<file path="src/rtl/core/ped_pkg.sv">
// Shared types and codes for the prefix edit distance check.
// Used by the controller, the datapath, the cell and the top level.
package ped_pkg;

    localparam int CHAR_W  = 16;
    localparam int DELTA_W = 6;
    localparam int OP_W    = 2;

    typedef logic [CHAR_W-1:0]  t_char;
    typedef logic [DELTA_W-1:0] t_delta;
    typedef logic [OP_W-1:0]    t_op;

    // Request operation codes
    localparam t_op OP_LOAD_Q = 2'd0;
    localparam t_op OP_LOAD_C = 2'd1;
    localparam t_op OP_CHECK  = 2'd2;

    // Controller to datapath commands
    typedef struct packed {
        logic load_q;
        logic load_c;
        logic init;
        logic sweep;
        logic finish;
    } t_cmd;

    // Datapath to controller status
    typedef struct packed {
        logic src_done;
        logic pipe_empty;
    } t_sts;

    // Column marker and candidate character passed from cell to cell
    typedef struct packed {
        logic  vld;
        t_char ch;
    } t_tap;

endpackage

</file>
<file path="src/rtl/core/prefix_edit_distance_check.sv">
// Top level of the prefix edit distance check.
// Depends on ped_pkg; instantiates ped_ctrl and ped_dp.
//
//   channel   handshake          payload
//   request   start / busy       i_op, i_ch, i_max_edits
//   result    o_valid (1 cycle)  o_match, o_overflow
//
// A load request (op 0 or 1) leaves busy low.
// A check holds busy until all ncol columns have been issued and have left the query cells, where
// ncol is the smaller of qlen + max_edits and the candidate length: characters
// leave the candidate memory one a cycle and cross the query cells one a cycle.
// The result strobe is high in the first cycle with busy low; the receiver cannot stall.
// Reset is synchronous and clears lengths, overflow flag and control state.
module prefix_edit_distance_check #(
    parameter int MAX_QUERY = 32,
    parameter int MAX_CAND  = 64
) (
    input  logic            i_clk,
    input  logic            i_rst_n,
    input  logic            start,
    output logic            busy,
    input  ped_pkg::t_op    i_op,
    input  ped_pkg::t_char  i_ch,
    input  ped_pkg::t_delta i_max_edits,
    output logic            o_valid,
    output logic            o_match,
    output logic            o_overflow
);
    import ped_pkg::*;

    t_cmd w_cmd;
    t_sts w_sts;

    // Sequence requests
    ped_ctrl u_ctrl (
        .i_clk   (i_clk),
        .i_rst_n (i_rst_n),
        .i_start (start),
        .i_op    (i_op),
        .i_sts   (w_sts),
        .o_cmd   (w_cmd),
        .o_busy  (busy)
    );

    // Buffers and cell array
    ped_dp #(
        .MAX_QUERY (MAX_QUERY),
        .MAX_CAND  (MAX_CAND)
    ) u_dp (
        .i_clk       (i_clk),
        .i_rst_n     (i_rst_n),
        .i_cmd       (w_cmd),
        .i_ch        (i_ch),
        .i_max_edits (i_max_edits),
        .o_sts       (w_sts),
        .o_valid     (o_valid),
        .o_match     (o_match),
        .o_overflow  (o_overflow)
    );

endmodule

</file>
<file path="src/rtl/core/ped_cell.sv">
// One query row cell of the systolic edit distance array.
// Depends on ped_pkg for the tap type and character width.
module ped_cell #(
    parameter int W = 7
) (
    input  logic          i_clk,
    input  logic          i_rst_n,
    input  logic          i_init,
    input  logic [W-1:0]  i_init_val,
    input  ped_pkg::t_char i_qch,
    input  ped_pkg::t_tap i_up,
    input  logic [W-1:0]  i_up_val,
    output ped_pkg::t_tap o_tap,
    output logic [W-1:0]  o_val
);
    import ped_pkg::*;

    logic         r_vld;
    t_char        r_ch;
    logic [W-1:0] r_val;
    logic [W-1:0] r_diag;
    logic [W:0]   w_sub;
    logic [W:0]   w_ins;
    logic [W:0]   w_del;
    logic [W:0]   w_min;

    // Cheapest of substitution, insertion and deletion
    always_comb begin
        w_sub = {1'b0, r_diag} + {{W{1'b0}}, (i_qch != i_up.ch)};
        w_ins = {1'b0, r_val} + {{W{1'b0}}, 1'b1};
        w_del = {1'b0, i_up_val} + {{W{1'b0}}, 1'b1};
        w_min = w_sub;
        if (w_ins < w_min) begin
            w_min = w_ins;
        end
        if (w_del < w_min) begin
            w_min = w_del;
        end
    end

    // Column marker is registered and follows the upstream cell in the next cycle
    always_ff @(posedge i_clk) begin
        if (!i_rst_n) begin
            r_vld <= 1'b0;
        end else if (i_init) begin
            r_vld <= 1'b0;
        end else begin
            r_vld <= i_up.vld;
        end
    end

    // Load column zero on init, else advance one column per marker
    always_ff @(posedge i_clk) begin
        if (i_init) begin
            r_val  <= i_init_val;
            r_diag <= i_init_val - W'(1);
        end else if (i_up.vld) begin
            r_val  <= w_min[W-1:0];
            r_diag <= i_up_val;
            r_ch   <= i_up.ch;
        end
    end

    assign o_tap.vld = r_vld;
    assign o_tap.ch  = r_ch;
    assign o_val     = r_val;

endmodule

</file>
<file path="src/rtl/core/ped_ctrl.sv">
// Controller state machine for the prefix edit distance check.
// Depends on ped_pkg for operation codes and command/status structs.
module ped_ctrl (
    input  logic          i_clk,
    input  logic          i_rst_n,
    input  logic          i_start,
    input  ped_pkg::t_op  i_op,
    input  ped_pkg::t_sts i_sts,
    output ped_pkg::t_cmd o_cmd,
    output logic          o_busy
);
    import ped_pkg::*;

    localparam logic [0:0] S_IDLE  = 1'b0;
    localparam logic [0:0] S_SWEEP = 1'b1;

    logic [0:0] r_state;
    logic [0:0] n_state;
    logic       w_accept;

    // Decode the request into datapath commands
    always_comb begin
        w_accept     = i_start && (r_state == S_IDLE);
        o_cmd.load_q = w_accept && (i_op == OP_LOAD_Q);
        o_cmd.load_c = w_accept && (i_op == OP_LOAD_C);
        o_cmd.init   = w_accept && (i_op == OP_CHECK);
        o_cmd.sweep  = (r_state == S_SWEEP);
        o_cmd.finish = o_cmd.sweep && i_sts.src_done && i_sts.pipe_empty;
    end

    // Next state
    always_comb begin
        n_state = r_state;
        unique case (r_state)
            S_IDLE: begin
                if (o_cmd.init) begin
                    n_state = S_SWEEP;
                end
            end
            S_SWEEP: begin
                if (o_cmd.finish) begin
                    n_state = S_IDLE;
                end
            end
        endcase
    end

    always_ff @(posedge i_clk) begin
        if (!i_rst_n) begin
            r_state <= S_IDLE;
        end else begin
            r_state <= n_state;
        end
    end

    assign o_busy = (r_state != S_IDLE);

endmodule

</file>
<file path="src/rtl/core/ped_dp.sv">
// Datapath: query and candidate buffers, column source and the cell array.
// Depends on ped_pkg and instantiates ped_cell once per query buffer slot (MAX_QUERY cells).
module ped_dp #(
    parameter int MAX_QUERY = 32,
    parameter int MAX_CAND  = 64
) (
    input  logic            i_clk,
    input  logic            i_rst_n,
    input  ped_pkg::t_cmd   i_cmd,
    input  ped_pkg::t_char  i_ch,
    input  ped_pkg::t_delta i_max_edits,
    output ped_pkg::t_sts   o_sts,
    output logic            o_valid,
    output logic            o_match,
    output logic            o_overflow
);
    import ped_pkg::*;

    localparam int QLW  = $clog2(MAX_QUERY + 1);
    localparam int CLW  = $clog2(MAX_CAND + 1);
    localparam int QAW  = (MAX_QUERY > 1) ? $clog2(MAX_QUERY) : 1;
    localparam int CAW  = (MAX_CAND > 1) ? $clog2(MAX_CAND) : 1;
    localparam int VMAX = (MAX_QUERY > MAX_CAND) ? MAX_QUERY : MAX_CAND;
    localparam int VW   = $clog2(VMAX + 1);
    localparam int SW   = ((QLW > DELTA_W) ? QLW : DELTA_W) + 1;
    localparam int NW   = (SW > VW) ? SW : VW;

    t_char           r_qch [MAX_QUERY];
    t_char           r_cmem [MAX_CAND];
    logic [QLW-1:0]  r_qlen;
    logic [CLW-1:0]  r_clen;
    logic            r_drop;
    t_delta          r_delta;
    logic [CLW-1:0]  r_ncol;
    logic [CLW-1:0]  r_col;
    logic            r_rd_vld;
    logic [VW-1:0]   r_rd_col;
    t_char           r_rd_ch;
    logic            r_hit;
    logic            r_valid;
    logic            r_match;
    logic            r_ovf;

    t_tap            w_tap [MAX_QUERY+1];
    logic [VW-1:0]   w_val [MAX_QUERY+1];
    logic [NW-1:0]   w_span;
    logic [NW-1:0]   w_clen;
    logic            w_issue;
    logic            w_active;
    logic            w_last_hit;

    // Candidate window: query length plus allowance, capped by candidate length
    assign w_span  = NW'(r_qlen) + NW'(i_max_edits);
    assign w_clen  = NW'(r_clen);
    assign w_issue = i_cmd.sweep && (r_col != r_ncol);

    // Query buffer, lengths and overflow flag
    always_ff @(posedge i_clk) begin
        if (!i_rst_n) begin
            r_qlen <= '0;
            r_clen <= '0;
            r_drop <= 1'b0;
        end else if (i_cmd.finish) begin
            r_qlen <= '0;
            r_clen <= '0;
            r_drop <= 1'b0;
        end else if (i_cmd.load_q) begin
            if (r_qlen != QLW'(MAX_QUERY)) begin
                r_qlen <= r_qlen + QLW'(1);
            end else begin
                r_drop <= 1'b1;
            end
        end else if (i_cmd.load_c) begin
            if (r_clen != CLW'(MAX_CAND)) begin
                r_clen <= r_clen + CLW'(1);
            end else begin
                r_drop <= 1'b1;
            end
        end
    end

    always_ff @(posedge i_clk) begin
        if (i_cmd.load_q && (r_qlen != QLW'(MAX_QUERY))) begin
            r_qch[r_qlen[QAW-1:0]] <= i_ch;
        end
    end

    // Candidate memory: written on load, read one column per cycle in the sweep
    always_ff @(posedge i_clk) begin
        if (i_cmd.load_c && (r_clen != CLW'(MAX_CAND))) begin
            r_cmem[r_clen[CAW-1:0]] <= i_ch;
        end
        if (w_issue) begin
            r_rd_ch <= r_cmem[r_col[CAW-1:0]];
        end
    end

    // Column source: set up the window on init, then issue columns in order
    always_ff @(posedge i_clk) begin
        if (!i_rst_n) begin
            r_rd_vld <= 1'b0;
            r_col    <= '0;
        end else if (i_cmd.init) begin
            r_rd_vld <= 1'b0;
            r_col    <= '0;
        end else begin
            r_rd_vld <= w_issue;
            if (w_issue) begin
                r_col <= r_col + CLW'(1);
            end
        end
    end

    always_ff @(posedge i_clk) begin
        if (i_cmd.init) begin
            r_delta <= i_max_edits;
            r_ncol  <= (w_span < w_clen) ? w_span[CLW-1:0] : r_clen;
        end
        if (w_issue) begin
            r_rd_col <= VW'(r_col) + VW'(1);
        end
    end

    // Row zero of the table comes straight from the column source
    assign w_tap[0].vld = r_rd_vld;
    assign w_tap[0].ch  = r_rd_ch;
    assign w_val[0]     = r_rd_col;

    // One cell per query buffer slot
    for (genvar k = 1; k <= MAX_QUERY; k++) begin : g_cell
        ped_cell #(
            .W (VW)
        ) u_cell (
            .i_clk      (i_clk),
            .i_rst_n    (i_rst_n),
            .i_init     (i_cmd.init),
            .i_init_val (VW'(k)),
            .i_qch      (r_qch[k-1]),
            .i_up       (w_tap[k-1]),
            .i_up_val   (w_val[k-1]),
            .o_tap      (w_tap[k]),
            .o_val      (w_val[k])
        );
    end

    // Pipeline activity up to the last query row
    always_comb begin
        w_active = 1'b0;
        for (int k = 0; k <= MAX_QUERY; k++) begin
            if (w_tap[k].vld && (QLW'(k) <= r_qlen)) begin
                w_active = 1'b1;
            end
        end
    end

    assign w_last_hit = w_tap[r_qlen].vld &&
                        (NW'(w_val[r_qlen]) <= NW'(r_delta));

    // Track whether any entry of the last row is within the allowance
    always_ff @(posedge i_clk) begin
        if (i_cmd.init) begin
            r_hit <= (NW'(r_qlen) <= NW'(i_max_edits));
        end else if (w_last_hit) begin
            r_hit <= 1'b1;
        end
    end

    // Result strobe
    always_ff @(posedge i_clk) begin
        if (!i_rst_n) begin
            r_valid <= 1'b0;
        end else begin
            r_valid <= i_cmd.finish;
        end
    end

    always_ff @(posedge i_clk) begin
        if (i_cmd.finish) begin
            r_match <= r_hit;
            r_ovf   <= r_drop;
        end
    end

    assign o_sts.src_done   = (r_col == r_ncol);
    assign o_sts.pipe_empty = !w_active;
    assign o_valid          = r_valid;
    assign o_match          = r_match;
    assign o_overflow       = r_ovf;

endmodule
</file>
<file path="config.mk">
export PLATFORM = sky130hd
export DESIGN_NAME = prefix_edit_distance_check
export DESIGN_NICKNAME = d
export VERILOG_FILES = /design/src/rtl/core/ped_pkg.sv /design/src/rtl/core/prefix_edit_distance_check.sv /design/src/rtl/core/ped_cell.sv /design/src/rtl/core/ped_ctrl.sv /design/src/rtl/core/ped_dp.sv
export SDC_FILE = /design/constraint.sdc
export NUM_CORES = 2
export LEC_CHECK = 0
export ABC_AREA = 1
export BUFFER_PORTS_ARGS = -buffer_cell sky130_fd_sc_hd__buf_2
export CORE_ASPECT_RATIO = 0.6
export CORE_MARGIN = 2
export CORE_UTILIZATION = 40
export DETAILED_ROUTE_END_ITERATION = 16
export SLEW_MARGIN = 5
export SYNTH_ARGS = -nofsm -noshare
export SYNTH_HDL_FRONTEND = slang
export SYNTH_SLANG_ARGS = --single-unit
export TNS_END_PERCENT = 5
</file>
<file path="constraint.sdc">
create_clock -name i_clk -period 4.7 [get_ports i_clk]
set_input_delay 0.94 -clock i_clk [delete_from_list [all_inputs] [get_ports i_clk]]
set_output_delay 0.94 -clock i_clk [all_outputs]
set_load 0.01 [all_outputs]
</file>
Yosys cells after proc, flatten, opt, wreduce, memory -nomap -nowiden
Memory sizes are Yosys's and may differ from the RTL's. A register that Yosys moved wholly into a read port is not among the register bits.
Index checks and enable logic that the tools add are counted.
{"block": "totals", "ff_bits": 1039, "ramBits": 1536, "in_bits": 27, "output_inout_bits": 4, "n_memories": 2}
{"block": "op_classes", "n_addsub": 69, "magnitude_cmp": 101, "n_eq_ne": 40, "n_mux": 117, "bitwise_logic": 5, "n_reduce_logical": 84}
{"name": "u_dp.r_cmem", "depth": 64, "width": 16, "read_ports": 1, "rd_clocked_by_memory_dff": 1, "write_ports": 1, "line_no": "ped_dp.sv:29", "source": "t_char r_cmem [MAX_CAND];"}
{"name": "u_dp.r_qch", "depth": 32, "width": 16, "read_ports": 32, "rd_clocked_by_memory_dff": 0, "write_ports": 1, "line_no": "ped_dp.sv:28", "source": "t_char r_qch [MAX_QUERY];"}
{"cell": "$lt A8 B8 Y1", "n": 64}
{"cell": "$ne A16 B16 Y1", "n": 32}
{"cell": "$add A7 B1 Y8 const B", "n": 33}
{"cell": "$add A7 B1 Y8", "n": 32}
{"cell": "$mux W8", "n": 32}
{"cell": "$mux W7", "n": 35}
{"cell": "$bmux W17 S6", "n": 1}
{"cell": "$le A5 B6 Y1 const A", "n": 16}
{"cell": "$reduce_and A2 Y1", "n": 33}
{"cell": "$le A4 B6 Y1 const A", "n": 8}
{"cell": "$mux W1", "n": 45}
{"cell": "$logic_and A1 B1 Y1", "n": 43}
{"cell": "$bmux W7 S6", "n": 1}
{"cell": "$mux W17", "n": 2}
{"cell": "$le A3 B6 Y1 const A", "n": 4}
{"cell": "$add A7 B1 Y7 const B", "n": 2}
{"cell": "$le A1 B6 Y1 const A", "n": 2}
{"cell": "$le A2 B6 Y1 const A", "n": 2}
{"cell": "$add A6 B6 Y7", "n": 1}
{"cell": "$eq A7 B7 Y1", "n": 1}
{"cell": "$ge A7 B7 Y1 const B", "n": 1}
{"cell": "$le A7 B6 Y1", "n": 1}
{"cell": "$lt A7 B7 Y1", "n": 1}
{"cell": "$ne A7 B7 Y1", "n": 1}
{"cell": "other kinds (17)", "n": 23}

Logic depth before layout (Yosys ltp)
{"block": "depth", "depth_word": 39, "depth_mapped": 29, "mapped_depth_nobuf": 27}

Modules after synthesis
A second synthesis with hierarchy kept.
{"block": "unflattened", "hier_cells": 12953, "hier_area_um2": 135313.5}
{"mod": "ped_dp", "instances": 1, "cells_each": 4774, "area_each_um2": 62884.1, "seq_area_each_um2": 47755.8}
{"mod": "ped_cell at u_dp.g_cell[10].u_cell ...", "instances": 15, "cells_each": 255, "area_each_um2": 2260.9, "seq_area_each_um2": 920.9}
{"mod": "ped_cell at u_dp.g_cell[20].u_cell ...", "instances": 14, "cells_each": 255, "area_each_um2": 2259.7, "seq_area_each_um2": 920.9}
{"mod": "ped_cell at u_dp.g_cell[1].u_cell", "instances": 1, "cells_each": 258, "area_each_um2": 2269.7, "seq_area_each_um2": 920.9}
{"mod": "ped_cell at u_dp.g_cell[8].u_cell", "instances": 1, "cells_each": 256, "area_each_um2": 2264.7, "seq_area_each_um2": 920.9}
{"mod": "ped_cell at u_dp.g_cell[32].u_cell", "instances": 1, "cells_each": 252, "area_each_um2": 2255.9, "seq_area_each_um2": 920.9}
{"mod": "ped_ctrl", "instances": 1, "cells_each": 18, "area_each_um2": 90.1, "seq_area_each_um2": 20.0}

Worst setup path after synthesis
OpenSTA, ideal clock, no wires.
{"block": "synth_timing", "path_kind": "register -> register", "from": "register u_dp.g_cell[1].u_cell.r_ch[9]", "to": "register u_dp.g_cell[2].u_cell.r_val[1]", "setup_ps": 119, "arrival_ps": 4355, "path_slack_ps": 227, "stages_incl_launch_ff": 24, "path_buffers": 1, "period_less_slack_ps": 4473, "path_cell_list": "edfxtp_1 -> xor2_1 -> nor2_1 -> o2111ai_1 -> or4_1 -> ha_1 -> ha_1 -> nand3_1 -> nand3b_1 -> xor2_1 -> ha_1 -> nand2_1 -> o21a_1 -> nand2_2 -> clkbuf_1 -> nand2_1 -> o21ai_0 -> ha_1 -> a21oi_1 -> nor2_1 -> a211oi_1 -> nand2_4 -> o21ai_0 -> nand2_1"}
{"block": "synth_via", "elab_chain_cells": 6}
{"item": "from (decl)", "line_no": "ped_cell.sv:19", "source": "t_char r_ch;"}
{"item": "from (signal assigned)", "line_no": "ped_cell.sv:60", "source": "r_ch <= i_up.ch;"}
{"item": "$ne A16 B16 Y1 *", "line_no": "ped_cell.sv:29", "source": "w_sub = {1'b0, r_diag} + {{W{1'b0}}, (i_qch != i_up.ch)};"}
{"item": "$add A7 B1 Y8 *", "line_no": "ped_cell.sv:29"}
{"item": "$lt A8 B8 Y1", "line_no": "ped_cell.sv:33", "source": "if (w_ins < w_min) begin"}
{"item": "$mux W8 *", "line_no": "ped_cell.sv:33"}
{"item": "$lt A8 B8 Y1", "line_no": "ped_cell.sv:36", "source": "if (w_del < w_min) begin"}
{"item": "$mux W7 *", "line_no": "ped_cell.sv:36"}
{"item": "to (signal assigned)", "line_no": "ped_cell.sv:55", "source": "r_val <= i_init_val;"}
{"item": "to (signal assigned)", "line_no": "ped_cell.sv:58", "source": "r_val <= w_min[W-1:0];"}
{"item": "to (decl)", "line_no": "ped_cell.sv:20", "source": "logic [W-1:0] r_val;"}
Mark *: on every way between the ends. The rest lies on a longest branch, timed or not.
A chain may end at the register's enable or synchronous reset.

Final worst setup path
{"block": "layout_timing", "from": "register u_dp.g_cell[26].u_cell.r_ch[15]", "to": "register u_dp.g_cell[27].u_cell.r_val[5]"}
{"block": "layout_via", "elab_chain_cells": 6}
{"item": "from (decl)", "line_no": "ped_cell.sv:19"}
{"item": "from (signal assigned)", "line_no": "ped_cell.sv:60"}
{"item": "$ne A16 B16 Y1 *", "line_no": "ped_cell.sv:29"}
{"item": "$add A7 B1 Y8 *", "line_no": "ped_cell.sv:29"}
{"item": "$lt A8 B8 Y1", "line_no": "ped_cell.sv:33"}
{"item": "$mux W8 *", "line_no": "ped_cell.sv:33"}
{"item": "$lt A8 B8 Y1", "line_no": "ped_cell.sv:36"}
{"item": "$mux W7 *", "line_no": "ped_cell.sv:36"}
{"item": "to (signal assigned)", "line_no": "ped_cell.sv:55"}
{"item": "to (signal assigned)", "line_no": "ped_cell.sv:58"}
{"item": "to (decl)", "line_no": "ped_cell.sv:20"}
Marked as above.

==> reports/metrics.cfg <==
[global_routing]
grt_max_degree=177
antenna_found_initial=14
grt_pass1_vias=83000
grt_overflow=0
track_usage_pct=22.6
grt_pass1_wl_um=530000

[setup_path]
crit_family=simple AND/OR/NAND/NOR gates
path_max_fanout=8
startpoint_type=register
cp_num_buf_inv=1
crit_slowest_cell=or4_4
arrival_ps=5480
worstReg2RegStart=u_dp.g_cell[26].u_cell.r_ch[15]
reg2reg_to=u_dp.g_cell[27].u_cell.o_val[5]
cpPeakStageDelay_ps=600
end_kind=register
worstSetupPathType=reg -> reg
ff2ff_path_depth=23
crit_chain=xnor2_1, nand4_1, or4_4, ha_2, ha_2, nand3_2, nand3b_1, xor2_2, ha_1, nand2_1, o21a_1, nand2_4, buf_4, nand2_1, o21ai_2, ha_1, nand2_1, nor2_1, a211oi_2, nand2_2, nand2_1, nand3_1, a21oi_2
critPathRequiredTime_ps=5550
crit_top_cell=nand2_1
r2r_slack_ps=80

[clock_tree]
clkSinkCount=2575
cts_buffers=241
insertion_delay_ps=940
cts_tree=yes
clk_root_buffer_cell=clkbuf_16
postCtsHoldBufs=0
htree_num_levels=4
clk_pin_slew_ps=60
clock_path_buffers=4

[synthesis]
synth_area_mm2=0.121
synth.ff_latch_count=2575
synth_xor_area_share_pct=5.66
syn_nets=11900
synth_area_per_cell_um2=10.7
ys.flop_type=edfxtp_1
synth-compound-area-share_pct=10.4
syn_inst=11300
synthAdderAreaFrac_pct=5.99
synth.distinct_cells=55
muxShareOfSynthArea_pct=0
synthArstFlopShare_pct=0
yosys.area_share.simple_pct=14.3
seq_area_frac_synth_pct=59.8
synth_top_family_by_area=simple AND/OR/NAND/NOR gates
synth_warnings=0
synth-edff-count=2071

[power_and_ir_drop]
powerDensity_mw_per_mm2=381
power_frac_seq_pct=47.2
vdd_drop_max_mv=0.383
swShare_pct=27.2
combPwrFrac_pct=14.5
p_int_mw=38.3
p_leak_nw=52.0
finalPower_mw=52.6
pwr-share-clk_pct=38.3
power_switching_mw=14.3

[detailed_routing]
vias_per_cell=5.58
dr.pass1.iters=9
wire_per_inst_um=22.7
detail-route-antenna-nets=0
drc=0
first_iter_violations=10700
num_vias=88600
drt-total-wl_um=361000

[timing]
clock-skew-final_ps=120
hold_slack_ps=352
fin_crit_sh_pct=98.3
fin_ws_ps=78.6
hold_viol=0
timing.final.max_slew_violations=0
worstMarginPinSlew_ps=1230
clock.fmax_mhz=216
slew_headroom_pct=17.8
tns_ps=0
finalSetupViolCount=0
fin_crit_ps=4620
rsz0062_at_grt=yes

[placed_design]
dp_slack_ps=-275
portBuffers=30
dp.cells=15300
routabilityCongestion=0.955
dp_hpwl_um=247000
place_area_mm2=0.128

[status]
status=completed

[floorplan]
die_area_mm2=0.307
core_mm2=0.301
die_h_um=430
io_pins=31
initial_core_util_pct=40.2
row_count=156
die_w_um=714

[cells_and_area]
drive_gt1_share_pct=11.8
fin_util_pct=45.9
final_cell_area_mm2=0.138
nNetsFinal=12200
area_growth_pct=14.3
fin_cells=15900

[min_path]
hp-class=in -> reg
min_path_cells=1
hold_path_end=u_dp.r_delta[3]
worstHoldStart=i_max_edits[3]

[run]
drv_cap=0

## cell type report
type | instances | area [um2]
clock buffer | 283 | 6260
multi-input combinational | 7558 | 45800
clock inverter | 157 | 1700
timing repair buffer | 542 | 4340
sequential | 2575 | 72300
antenna | 6 | 15.0
tap | 4029 | 5040
fill | 27200 | 163000
inverter | 725 | 2750
## Yosys cell counts (83+ instances only)
library cell	n	share of area (%)
edfxtp_1	2071	51
nand2_1	1814	5.6
nor2_1	965	3.0
o21ai_0	911	3.8
nand3_1	741	3.1
a21oi_1	724	3.0
inv_1	703	2.2
ha_1	577	6.0
dfxtp_1	504	8.3
xor2_1	503	3.6
clkbuf_1	380	1.2
xnor2_1	278	2.0
o221ai_1	257	1.9
nand2_2	97	0.50
nand3b_1	92	0.57
o211ai_1	84	0.52
nand4_1	83	0.43
## metal layers
layer | vias to the layer above | GRT usage [%] | routed length (um)
met2 | 3828 | 30.6 | 143000
met3 | 454 | 5.92 | 39100
met1 | 43600 | 35.9 | 173000
met5 | - | 0 | 39
li1 | 40700 | - | -
met4 | 6 | 4.05 | 6290
## cells in the final DEF (no fill, tap or decap), types with 42 or more instances in the layout
master / netlist / routed
o221ai_1: 257 / 257
clkinv_1: 11 / 57
xnor2_1: 278 / 267
nand3_1: 741 / 712
a21oi_1: 724 / 698
inv_1: 703 / 699
o21ai_0: 911 / 766
nand2_2: 97 / 72
edfxtp_1: 2071 / 2071
clkbuf_16: 0 / 241
nand3b_1: 92 / 92
dfxtp_1: 504 / 498
nand2_1: 1814 / 1799
xor2_1: 503 / 472
buf_4: 9 / 498
o211ai_1: 84 / 84
o21ai_1: 58 / 157
ha_1: 577 / 538
nand4_1: 83 / 83
nor2_1: 965 / 955
clkinv_2: 0 / 42
o21ai_2: 2 / 42
nand2_4: 5 / 58
## power by group through the flow
| stage | Sequential, mW | Clock, mW | Combinational, mW |
|---|---|---|---|
| 6_report | 24.9 | 20.2 | 7.62 |
| 5_1_grt | 24.9 | 21.3 | 8.44 |
| 4_1_cts | 24.9 | 20.5 | 6.87 |
| 3_5_place_dp | 25.4 | 0 | 6.80 |
| 3_3_place_gp | 25.4 | 0 | 6.59 |
| 2_1_floorplan | 25.3 | 0 | 4.63 |
## logic make-up (layout without fill, tap and decap cells)
group,after synthesis,count (layout)
other,0,6
adders and majority gates,578,578
AOI/OAI and AO/OA,2190,2190
DFF,2575,2575
xor gates and xnor gates,781,781
buffers and inverters,1194,1707
and+or+nand+nor,3996,4009
## repair_timing
| item | CTS | global route |
|---|---|---|
| endpoints found under the setup margin | 121 | 224 |
| cloned | 1 | 12 |
| gates resized for setup | 60 | 445 |
| pin swaps | 4 | 150 |
| setup buffers | 1 | 81 |
## how the worst max path moves through the flow
stage / to / start / slack [ps] / cells past startpoint
6_report: u_dp.g_cell[27].u_cell.o_val[5] / u_dp.g_cell[26].u_cell.r_ch[15] / 80 / 23
2_1_floorplan: u_dp.g_cell[2].u_cell.o_val[1] / u_dp.g_cell[1].u_cell.r_ch[9] / 230 / 23
4_1_cts: u_dp.g_cell[13].u_cell.o_val[6] / u_dp.g_cell[12].u_cell.r_ch[9] / -30 / 25
3_3_place_gp: u_dp.g_cell[15].u_cell.o_val[2] / u_dp.g_cell[14].u_cell.r_ch[9] / -150 / 23
3_5_place_dp: u_dp.g_cell[27].u_cell.o_val[5] / u_dp.g_cell[26].u_cell.r_ch[8] / -280 / 22
5_1_grt: u_dp.g_cell[27].u_cell.o_val[5] / u_dp.g_cell[26].u_cell.r_ch[8] / -170 / 25
## flip-flops by register name, indices dropped and copies added (netlist names), 6 cells and up
register,count
u_dp.r_cmem,1024
u_dp.r_qch,512
u_dp.g_cell.u_cell.r_ch,496
u_dp.g_cell.u_cell.o_val,224
u_dp.g_cell.u_cell.r_diag,224
u_dp.g_cell.u_cell.r_vld,32
u_dp.r_rd_ch,16
u_dp.r_clen,7
u_dp.r_col,7
u_dp.r_ncol,7
u_dp.r_rd_col,7
u_dp.r_delta,6
u_dp.r_qlen,6
Note: power is estimated with default switching activity, not from simulation.
